`src/hw/rtl/fcc_pkg.sv`:
```
`default_nettype none

package fcc_pkg;

  // plane register file
  localparam int unsigned NUM_PLANES  = 6;
  localparam int unsigned PLANE_W     = 64;
  localparam int unsigned PLANE_IDX_W = 3;
  localparam int unsigned CFG_IDX_W   = 3;

  // fields
  localparam int unsigned COORD_W = 16;
  localparam int unsigned HALF_W  = 15;
  localparam int unsigned COMP_W  = 16;
  localparam int unsigned ABS_W   = 17;  // sum of three magnitudes
  localparam int unsigned VIS_W   = 2;

  // shared multiply-accumulate unit
  localparam int unsigned OPD_W   = 18;
  localparam int unsigned PROD_W  = 2 * OPD_W;
  localparam int unsigned ACC_W   = 38;
  localparam int unsigned Q_SHIFT = 14;  // Q.4 * Q.14 alignment

  localparam logic [VIS_W-1:0] VIS_OUTSIDE = 2'd0;
  localparam logic [VIS_W-1:0] VIS_PARTIAL = 2'd1;
  localparam logic [VIS_W-1:0] VIS_INSIDE  = 2'd2;

  typedef struct packed {
    logic                    en;
    logic                    first;  // load acc with init instead of adding
    logic signed [OPD_W-1:0] a;
    logic signed [OPD_W-1:0] b;
    logic signed [ACC_W-1:0] init;
  } mac_op_t;

  typedef struct packed {
    logic near_neg;
    logic far_neg;
  } mac_res_t;

endpackage

`default_nettype wire

```
`src/hw/rtl/frustum_cube_classify_unit.sv`:
```
// Channel   Ports                                        Transfer
// ------    -------------------------------------------  --------------------------
// item in   start_i, center_{x,y,z}_i, half_size_i        start_i high, busy_o low
// result    done_o, visibility_o                         every cycle done_o is high
// config    cfg_valid_i, cfg_ready_o, cfg_index_i,       cfg_valid_i & cfg_ready_o
//           cfg_data_i
//
// One plane is stepped through the shared 18x18 multiply-accumulate unit: three
// dot-product terms, the r * sum|n| term, then the near/far compare. busy_o stays high
// while the k visited planes are processed (stops at the first outside plane), and
// done_o pulses in the cycle in which busy_o falls. Reset clears all planes (every node inside).
// The result cannot be held off; a new item may start in the done_o cycle, but not
// while busy_o is high.
`default_nettype none

module frustum_cube_classify_unit #(
  parameter int unsigned PLANE_COUNT = fcc_pkg::NUM_PLANES
) (
  input  wire logic                                clk_i,
  input  wire logic                                rst_ni,
  input  wire logic                                start_i,
  output      logic                                busy_o,
  input  wire logic signed [fcc_pkg::COORD_W-1:0]  center_x_i,
  input  wire logic signed [fcc_pkg::COORD_W-1:0]  center_y_i,
  input  wire logic signed [fcc_pkg::COORD_W-1:0]  center_z_i,
  input  wire logic        [fcc_pkg::HALF_W-1:0]   half_size_i,
  output      logic                                done_o,
  output      logic        [fcc_pkg::VIS_W-1:0]    visibility_o,
  input  wire logic                                cfg_valid_i,
  output      logic                                cfg_ready_o,
  input  wire logic        [fcc_pkg::CFG_IDX_W-1:0] cfg_index_i,
  input  wire logic        [fcc_pkg::PLANE_W-1:0]  cfg_data_i
);
  import fcc_pkg::*;

  localparam logic ST_IDLE = 1'b0;
  localparam logic ST_RUN  = 1'b1;

  localparam logic [2:0] STEP_X   = 3'd0;
  localparam logic [2:0] STEP_Y   = 3'd1;
  localparam logic [2:0] STEP_Z   = 3'd2;
  localparam logic [2:0] STEP_R   = 3'd3;
  localparam logic [2:0] STEP_CMP = 3'd4;

  localparam logic [PLANE_IDX_W-1:0] LAST_PLANE = PLANE_IDX_W'(PLANE_COUNT - 1);

  logic [PLANE_W-1:0] planes_q [NUM_PLANES];

  logic                   state_q, state_d;
  logic [2:0]             step_q, step_d;
  logic [PLANE_IDX_W-1:0] plane_q, plane_d;
  logic                   partial_q, partial_d;
  logic                   done_q, done_d;
  logic [VIS_W-1:0]       vis_q, vis_d;

  logic signed [COORD_W-1:0] cx_q, cy_q, cz_q;
  logic        [HALF_W-1:0]  r_q;

  logic [PLANE_W-1:0]        plane_sel;
  logic signed [COMP_W-1:0]  nx, ny, nz, dd;
  logic [ABS_W-1:0]          abs_x, abs_y, abs_z, abs_sum;
  logic signed [COMP_W:0]    bias_sum;
  mac_op_t                   mac_op;
  mac_res_t                  mac_res;
  logic                      accept;

  assign accept      = start_i && (state_q == ST_IDLE);
  assign busy_o      = (state_q == ST_RUN);
  assign cfg_ready_o = 1'b1;
  assign done_o      = done_q;
  assign visibility_o = vis_q;

  always_ff @(posedge clk_i or negedge rst_ni) begin
    if (!rst_ni) begin
      for (int i = 0; i < NUM_PLANES; i++) begin
        planes_q[i] <= '0;
      end
    end else if (cfg_valid_i && cfg_ready_o && (cfg_index_i < CFG_IDX_W'(NUM_PLANES))) begin
      planes_q[PLANE_IDX_W'(cfg_index_i)] <= cfg_data_i;
    end
  end

  assign plane_sel = planes_q[plane_q];
  assign nx = plane_sel[15:0];
  assign ny = plane_sel[31:16];
  assign nz = plane_sel[47:32];
  assign dd = plane_sel[63:48];

  assign abs_x   = nx[COMP_W-1] ? -{nx[COMP_W-1], nx} : {1'b0, nx};
  assign abs_y   = ny[COMP_W-1] ? -{ny[COMP_W-1], ny} : {1'b0, ny};
  assign abs_z   = nz[COMP_W-1] ? -{nz[COMP_W-1], nz} : {1'b0, nz};
  assign abs_sum = abs_x + abs_y + abs_z;

  assign bias_sum = {dd[COMP_W-1], dd} + $signed({2'b00, r_q});

  always_comb begin
    mac_op.en    = (state_q == ST_RUN) && (step_q != STEP_CMP);
    mac_op.first = (step_q == STEP_X);
    mac_op.init  = {{(ACC_W - COMP_W - 1 - Q_SHIFT){bias_sum[COMP_W]}}, bias_sum,
                    {Q_SHIFT{1'b0}}};
    case (step_q)
      STEP_X: begin
        mac_op.a = OPD_W'(nx);
        mac_op.b = OPD_W'(cx_q);
      end
      STEP_Y: begin
        mac_op.a = OPD_W'(ny);
        mac_op.b = OPD_W'(cy_q);
      end
      STEP_Z: begin
        mac_op.a = OPD_W'(nz);
        mac_op.b = OPD_W'(cz_q);
      end
      default: begin
        mac_op.a = $signed({{(OPD_W - ABS_W){1'b0}}, abs_sum});
        mac_op.b = $signed({{(OPD_W - HALF_W){1'b0}}, r_q});
      end
    endcase
  end

  fcc_mac u_mac (
    .clk_i  (clk_i),
    .rst_ni (rst_ni),
    .op_i   (mac_op),
    .res_o  (mac_res)
  );

  always_comb begin
    state_d   = state_q;
    step_d    = step_q;
    plane_d   = plane_q;
    partial_d = partial_q;
    done_d    = 1'b0;
    vis_d     = vis_q;
    unique case (state_q)
      ST_IDLE: begin
        if (accept) begin
          state_d   = ST_RUN;
          step_d    = STEP_X;
          plane_d   = '0;
          partial_d = 1'b0;
        end
      end
      ST_RUN: begin
        if (step_q != STEP_CMP) begin
          step_d = step_q + 3'd1;
        end else if (mac_res.near_neg) begin
          state_d = ST_IDLE;
          done_d  = 1'b1;
          vis_d   = VIS_OUTSIDE;
        end else begin
          partial_d = partial_q || mac_res.far_neg;
          if (plane_q == LAST_PLANE) begin
            state_d = ST_IDLE;
            done_d  = 1'b1;
            vis_d   = partial_d ? VIS_PARTIAL : VIS_INSIDE;
          end else begin
            plane_d = plane_q + PLANE_IDX_W'(1);
            step_d  = STEP_X;
          end
        end
      end
      default: state_d = ST_IDLE;
    endcase
  end

  always_ff @(posedge clk_i or negedge rst_ni) begin
    if (!rst_ni) begin
      state_q   <= ST_IDLE;
      step_q    <= STEP_X;
      plane_q   <= '0;
      partial_q <= 1'b0;
      done_q    <= 1'b0;
      vis_q     <= VIS_INSIDE;
    end else begin
      state_q   <= state_d;
      step_q    <= step_d;
      plane_q   <= plane_d;
      partial_q <= partial_d;
      done_q    <= done_d;
      vis_q     <= vis_d;
    end
  end

  always_ff @(posedge clk_i) begin
    if (accept) begin
      cx_q <= center_x_i;
      cy_q <= center_y_i;
      cz_q <= center_z_i;
      r_q  <= half_size_i;
    end
  end

  a_start_runs: assert property (@(posedge clk_i) disable iff (!rst_ni)
    (start_i && !busy_o) |=> busy_o)
    else $error("accepted item did not start the sequencer");

  a_done_idle: assert property (@(posedge clk_i) disable iff (!rst_ni)
    done_o |-> !busy_o)
    else $error("result strobe while still busy");

  a_plane_range: assert property (@(posedge clk_i) disable iff (!rst_ni)
    busy_o |-> (plane_q <= LAST_PLANE) && (step_q <= STEP_CMP))
    else $error("plane or step counter out of range");

  a_outside_early: assert property (@(posedge clk_i) disable iff (!rst_ni)
    (busy_o && step_q == STEP_CMP && mac_res.near_neg) |=>
      (done_o && visibility_o == VIS_OUTSIDE))
    else $error("outside plane did not end the item");

endmodule

`default_nettype wire

```
`src/hw/rtl/fcc_mac.sv`:
```
`default_nettype none

module fcc_mac (
  input  wire logic            clk_i,
  input  wire logic            rst_ni,
  input  wire fcc_pkg::mac_op_t op_i,
  output fcc_pkg::mac_res_t    res_o
);
  import fcc_pkg::*;

  logic signed [PROD_W-1:0] prod_q, prod_d;
  logic signed [ACC_W-1:0]  acc_q, acc_d;
  logic signed [ACC_W-1:0]  prod_ext;
  logic signed [ACC_W-1:0]  near_sum, far_sum;

  assign prod_ext = {{(ACC_W - PROD_W){prod_q[PROD_W-1]}}, prod_q};

  always_comb begin
    prod_d = prod_q;
    acc_d  = acc_q;
    if (op_i.en) begin
      prod_d = op_i.a * op_i.b;
      acc_d  = op_i.first ? op_i.init : acc_q + prod_ext;
    end
  end

  always_ff @(posedge clk_i or negedge rst_ni) begin
    if (!rst_ni) begin
      prod_q <= '0;
      acc_q  <= '0;
    end else begin
      prod_q <= prod_d;
      acc_q  <= acc_d;
    end
  end

  // acc holds n.c + (d + r) << 14, prod holds r * sum |n|
  assign near_sum = acc_q + prod_ext;
  assign far_sum  = acc_q - prod_ext;

  assign res_o.near_neg = near_sum[ACC_W-1];
  assign res_o.far_neg  = far_sum[ACC_W-1];

endmodule

`default_nettype wire
```
`config.mk`:
```
export PLATFORM = sky130hd
export DESIGN_NAME = frustum_cube_classify_unit
export DESIGN_NICKNAME = d
export VERILOG_FILES = /design/src/hw/rtl/fcc_pkg.sv /design/src/hw/rtl/frustum_cube_classify_unit.sv /design/src/hw/rtl/fcc_mac.sv
export SDC_FILE = /design/constraint.sdc
export NUM_CORES = 2
export LEC_CHECK = 0
export BUFFER_PORTS_ARGS = -buffer_cell sky130_fd_sc_hd__buf_2
export CORE_MARGIN = 4
export CORE_UTILIZATION = 65
export CTS_BUF_LIST = sky130_fd_sc_hd__clkbuf_4
export DETAILED_ROUTE_END_ITERATION = 10
export MAX_ROUTING_LAYER = met4
export PLACE_DENSITY = 0.83
export SLEW_MARGIN = 0
export SYNTH_ARGS = -nofsm -noshare
export SYNTH_HDL_FRONTEND = slang
export SYNTH_SLANG_ARGS = --single-unit
export TNS_END_PERCENT = 5
```
`constraint.sdc`:
```
create_clock -name clk_i -period 14.1 [get_ports clk_i]
set_input_delay 2.115 -clock clk_i [delete_from_list [all_inputs] [get_ports clk_i]]
set_output_delay 2.115 -clock clk_i [all_outputs]
set_load 0.1 [all_outputs]
```
* After elaboration in Yosys (flattened, before gate mapping)
Index checks and enable logic that the tools add are counted. W data, S select, Z words.
Storage, ports and cells: input bits 134, flip-flop bits (word level) 532
Cells by class: $lt $le $gt $ge 4, multipliers 1, mux-type cells 36, bitwise gates (word level) 4, reductions and logical operators 11, eq/ne operators 10, add/sub/neg operators 10
Operator list (number):
- $bwmux W384 | 1
- $bmux W64 S3 | 1
- $demux W64 S3 | 1
- $mux W64 | 3
- $pmux W36 S3 | 1
- $mux W17 | 3
- $neg A17 Y17 | 3
- $add A38 B36 Y38 | 1
- $mux W38 | 1
- $sub A38 B36 Y38 | 1
- $mul A18 B18 Y36 | 1
- $add A17 B17 Y17 | 2
- $mux W3 | 7
- $add A16 B16 Y17 | 1
- $pmux W3 S2 | 2
- $mux W1 | 11
- $ne A3 B3 Y1 const B | 3
- $reduce_and A3 Y1 | 3
- $ge A4 B4 Y1 const B | 2
- $ne A2 B2 Y1 const B | 4
- $not A3 Y4 | 2
- $add A3 B1 Y3 const B | 2
- $mux W2 | 3
- $logic_and A1 B1 Y1 | 4
- other kinds (11) | 13

* Longest topological paths before layout
depth in word-level cells 10, depth in mapped cells 49

* By module
Synthesis repeated with hierarchy kept, for this count alone.
Unflattened totals: cell total of the unflattened synthesis 3889, area total of the unflattened synthesis 41813.9 µm²
Modules (own cells, without submodules):
- frustum_cube_classify_unit | area each 23628.9 µm², cells each 1807, times used 1, sequential area each 11777.5 µm²
- fcc_mac | area each 18184.9 µm², cells each 2082, times used 1, sequential area each 1851.8 µm²

* Worst setup path after synthesis
Ideal clock, no wire load.
path type flip-flop to flip-flop, start point register plane_q[0], end point register u_mac.prod_q[35], setup slack 3.713 ns, library setup time 0.082 ns, arrival time 10.305 ns, stages on the path, launching flop included 49, buffers on the path 6, clock period less this slack 10.387 ns, cells stage by stage dfrtp_1 -> buf_2 -> buf_2 -> buf_2 -> buf_2 -> mux2i_1 -> o21ai_0 -> inv_1 -> ha_1 -> o21ai_0 -> fa_1 -> inv_1 -> ha_1 -> inv_1 -> fa_1 -> nor2b_1 -> o21ai_0 -> a21oi_1 -> (+13 left out) -> fa_1 -> inv_1 -> fa_1 -> inv_1 -> fa_1 -> inv_1 -> ha_1 -> clkbuf_1 -> a21oi_1 -> o21ai_0 -> a21boi_0 -> o221ai_1 -> a21oi_1 -> o211ai_1 -> o211ai_1 -> a21oi_1 -> or3_1 -> a31oi_1
Between the ends: word-level cells in the longest chain between the ends 10, elaborated cells on any way between the ends 14
Ends and longest elaborated chain:
- from (decl) | line frustum_cube_classify_unit.sv:51 | logic [PLANE_IDX_W-1:0] plane_q, plane_d;
- from (signal assigned) | line frustum_cube_classify_unit.sv:178 | plane_q <= plane_d;
- $not A3 Y4 (not written as such) * | line frustum_cube_classify_unit.sv:83 | assign plane_sel = planes_q[plane_q];
- $bmux W64 S3 * | line frustum_cube_classify_unit.sv:83
- $mux W64 (not written as such) * (2 in a row) | line frustum_cube_classify_unit.sv:83
- $neg A17 Y17 (on tied branches) | line frustum_cube_classify_unit.sv:89, frustum_cube_classify_unit.sv:90
- $mux W17 (on tied branches) | line frustum_cube_classify_unit.sv:89, frustum_cube_classify_unit.sv:90
- $add A17 B17 Y17 (2 in a row) | line frustum_cube_classify_unit.sv:92 | assign abs_sum = abs_x + abs_y + abs_z;
- $pmux W36 S3 * | line frustum_cube_classify_unit.sv:101 | case (step_q)
- $mul A18 B18 Y36 * | line fcc_mac.sv:22 | prod_d = op_i.a * op_i.b;
- to (signal assigned) | line fcc_mac.sv:32 | prod_q <= prod_d;
- to (decl) | line fcc_mac.sv:11 | logic signed [PROD_W-1:0] prod_q, prod_d;
Every way passes the cells marked *; elsewhere a longest branch is shown, timed or not. The select of a mux whose other input is x is not followed. A chain may end at the register's enable or synchronous reset.

* Final worst setup path
start point register plane_q[1], end point register u_mac.prod_q[35]
The elaborated chain is that of the path after synthesis.

==> impl_metrics.py <==
metrics = {
    "route": {
        "first_pass_iters": 8,
        "avgRoutedWirePerCell_um": 21.54,
        "antenna_left": 0,
        "drc": 0,
        "viasPerCell": 6.125,
        "drt-total-wl_mm": 103.5,
        "first_iter_violations": 2386,
        "num_vias": 29438,
    },
    "sta": {
        "setup_viol": 0,
        "finClkSkew_ns": 0.08857,
        "worst_pin_slew_ns": 1.290,
        "setup-tns-final_ns": 0,
        "period_minus_slack_ns": 12.30,
        "rsz0062_at_grt": "false",
        "slew-limit-headroom": 0.1361,
        "slew_violations": 0,
        "finalWorstSetupSlack_ns": 1.796,
        "fin_crit_sh": 0.8727,
        "hold_viol_final": 0,
        "max_freq_mhz": 81.27,
    },
    "worst_setup_path": {
        "worstPathArrival_ns": 13.12,
        "required_ns": 14.91,
        "critPathMaxFanout": 42,
        "cpMaxStageDelayCell": "dfrtp_4",
        "reg2reg_slack_ns": 1.80,
        "critical_path_class": "flip-flop to flip-flop",
        "critPathLaunchType": "flip-flop",
        "cp_common_cell": "fa_1",
        "slowest_delay_ns": 0.69,
        "cp-end-kind": "flip-flop",
    },
    "synth": {
        "synth_compound_area_frac": 0.08541,
        "yosysTopAreaCellShare": 0.2909,
        "ys_async_sr_fraction": 0.8816,
        "muxShareOfSynthArea": 0.1614,
        "synth_ff_type": "dfrtp_1",
        "synthAdderAreaFrac": 0.2354,
        "yosysMostFrequentCell": "inv_1",
        "synth-seq-cells": 532,
        "synth_area_leaders": "dfrtp_1 29%, fa_1 17%, mux2_2 11%, ha_1 6.4%, inv_1 4.8%",
        "synth_simple_gate_area_frac": 0.08780,
        "synth_common_cells": "514 x inv_1, 468 x dfrtp_1, 384 x mux2_2",
        "synth_top_family_by_area": "adder cells",
        "synth_xor_area_frac": 0.02741,
        "ys_warn_count": 0,
        "synth.cell_area_sq_um": 40260,
        "synth_cells": 3759,
        "syn_nets": 4444,
        "synth.avg_cell_area_sq_um": 10.71,
        "ys_seq_area_frac": 0.3386,
        "ys_types": 74,
        "synth_enable_flop_cells": 63,
        "yosys.area.top_type": "dfrtp_1",
    },
    "cells_and_area": {
        "multiInputGateArea_sq_um": 24130,
        "seqCellArea_sq_um": 13640,
        "drive_gt1_frac": 0.2254,
        "finalNetCount": 4609,
        "syn2layout_area_growth_pct": 8.000,
        "fillers": 4272,
        "post-route-cell-area_sq_um": 43480,
    },
    "floorplanning": {
        "die_h_um": 256.9,
        "rows": 90,
        "core_sq_um": 60810,
        "initial_core_util": 0.6620,
        "dieArea_sq_um": 65980,
        "io-pin-count": 139,
        "die_x_um": 256.9,
    },
    "global_route": {
        "use_met3": 0.07375,
        "antenna_found_initial": 9,
        "grt_max_degree": 120,
        "gr-usage-met2": 0.5197,
        "use_met1": 0.4088,
        "busiest_layer": "met2",
        "grt_pass1_vias": 31042,
        "grt_pass1_wl_mm": 165.3,
        "grt.total_usage": 0.3269,
        "grt_overflow": 0,
    },
    "cts": {
        "clock_latency_ns": 0.98,
        "hold_buffers": 0,
        "cts_buffers": 140,
        "cts_setup_buffers": 0,
        "cts-root-buf": "clkbuf_4",
        "clkTransAtPathRegs_ns": 0.07,
        "cts-resized-gates": 0,
        "clock_path_buffers": 3,
        "numClockSinks": 532,
        "cts_tree": "yes",
        "cts-htree-levels": 4,
    },
    "job": {
        "maxCapViolCount": 0,
    },
    "place": {
        "portBuffers": 137,
        "gp_congestion": 0.9860,
        "placed_area_sq_um": 41730,
        "hpwlAfterDp_mm": 74.32,
        "dp_slack_ns": 2.108,
    },
    "min_path": {
        "hold_path.class": "flip-flop to flip-flop",
    },
    "run_status": {
        "status": "finished, final reports clean",
    },
}
==> logic make-up after synthesis <==
kind of cell | count (synthesis)
other cells | 1
simple gates | 793
buf+inv | 676
fa+ha+maj | 551
flops | 532
mux | 521
xor+xnor | 126
compound gates | 559
==> flip-flops by register name, indices dropped and copies added, names as in the netlist <==
register and cells:
cy_q 16, cx_q 16, u_mac.acc_q 38, step_q 3
planes_q 384, r_q 15, plane_q 3, done_o 1
busy_o 1, partial_q 1, u_mac.prod_q 36, visibility_o 2
cz_q 16
==> metal layers <==
metal / wire, um / vias to the layer above
li1: - / 12983
met5: 0 / -
met4: 4779 / 0
met3: 8615 / 310
met1: 39910 / 14943
met2: 50210 / 1202
==> stage by stage <==
| stage | util | instances | hold slack [ns] |
|---|---|---|---|
| 2_1_floorplan | - | 3759 | 0.4724 |
| 3_3_place_gp | 0.6863 | 4564 | 0.4808 |
| 3_5_place_dp | 0.6863 | 4564 | 0.4884 |
| 4_1_cts | 0.7146 | 4797 | 0.4996 |
| 5_1_grt | 0.7150 | 4806 | 0.5095 |
| 6_report | 0.7150 | 4806 | 0.4918 |
==> path summary, 6_finish.rpt <==
| path | cells after the start | to | from |
|---|---|---|---|
| max in group asynchronous | 4 | planes_q[56] | rst_ni |
| worst min register to register | 1 | visibility_o[1] | visibility_o[1] |
| worst min-delay path | 1 | visibility_o[1] | visibility_o[1] |
| worst max-delay path | 42 | u_mac.prod_q[35] | plane_q[1] |
| min in group asynchronous | 1 | planes_q[39] | rst_ni |
| worst max register to register | 42 | u_mac.prod_q[35] | plane_q[1] |
==> cells in the final DEF (no fill, tap or decap), drive strengths merged, types with 40 or more instances in the layout <==
master and count:
o21ai 165, a21oi 175, edfxtp 63, xnor2 86, dfrtp 468, fa 344
mux2 384, buf 185, nand2 302, mux2i 73, inv 524, clkbuf 205
nor2 259, mux4 64, xor2 40, ha 207
==> critical path: cells and delay by family, from the launching register on <==
family	cells	cell delay [ns]
buf+inv	8	1.02
fa+ha+maj	10	4.55
flops	1	0.69
xor+xnor	1	0.27
simple gates	5	1.16
compound gates	18	4.43
==> final cells by class <==
type                       count  area share
antenna                        9   0.0005180
clock buffer                 205     0.03540
clock inverter                28    0.004230
inverter                     514     0.04438
multi-input combinational   2551      0.5550
sequential                   532      0.3136
tap                          782     0.02250
timing repair buffer         185     0.02429
Power is left out: the tool's default activity adds up to more than one toggle a clock period on the data nets, which glitch-free logic cannot reach.
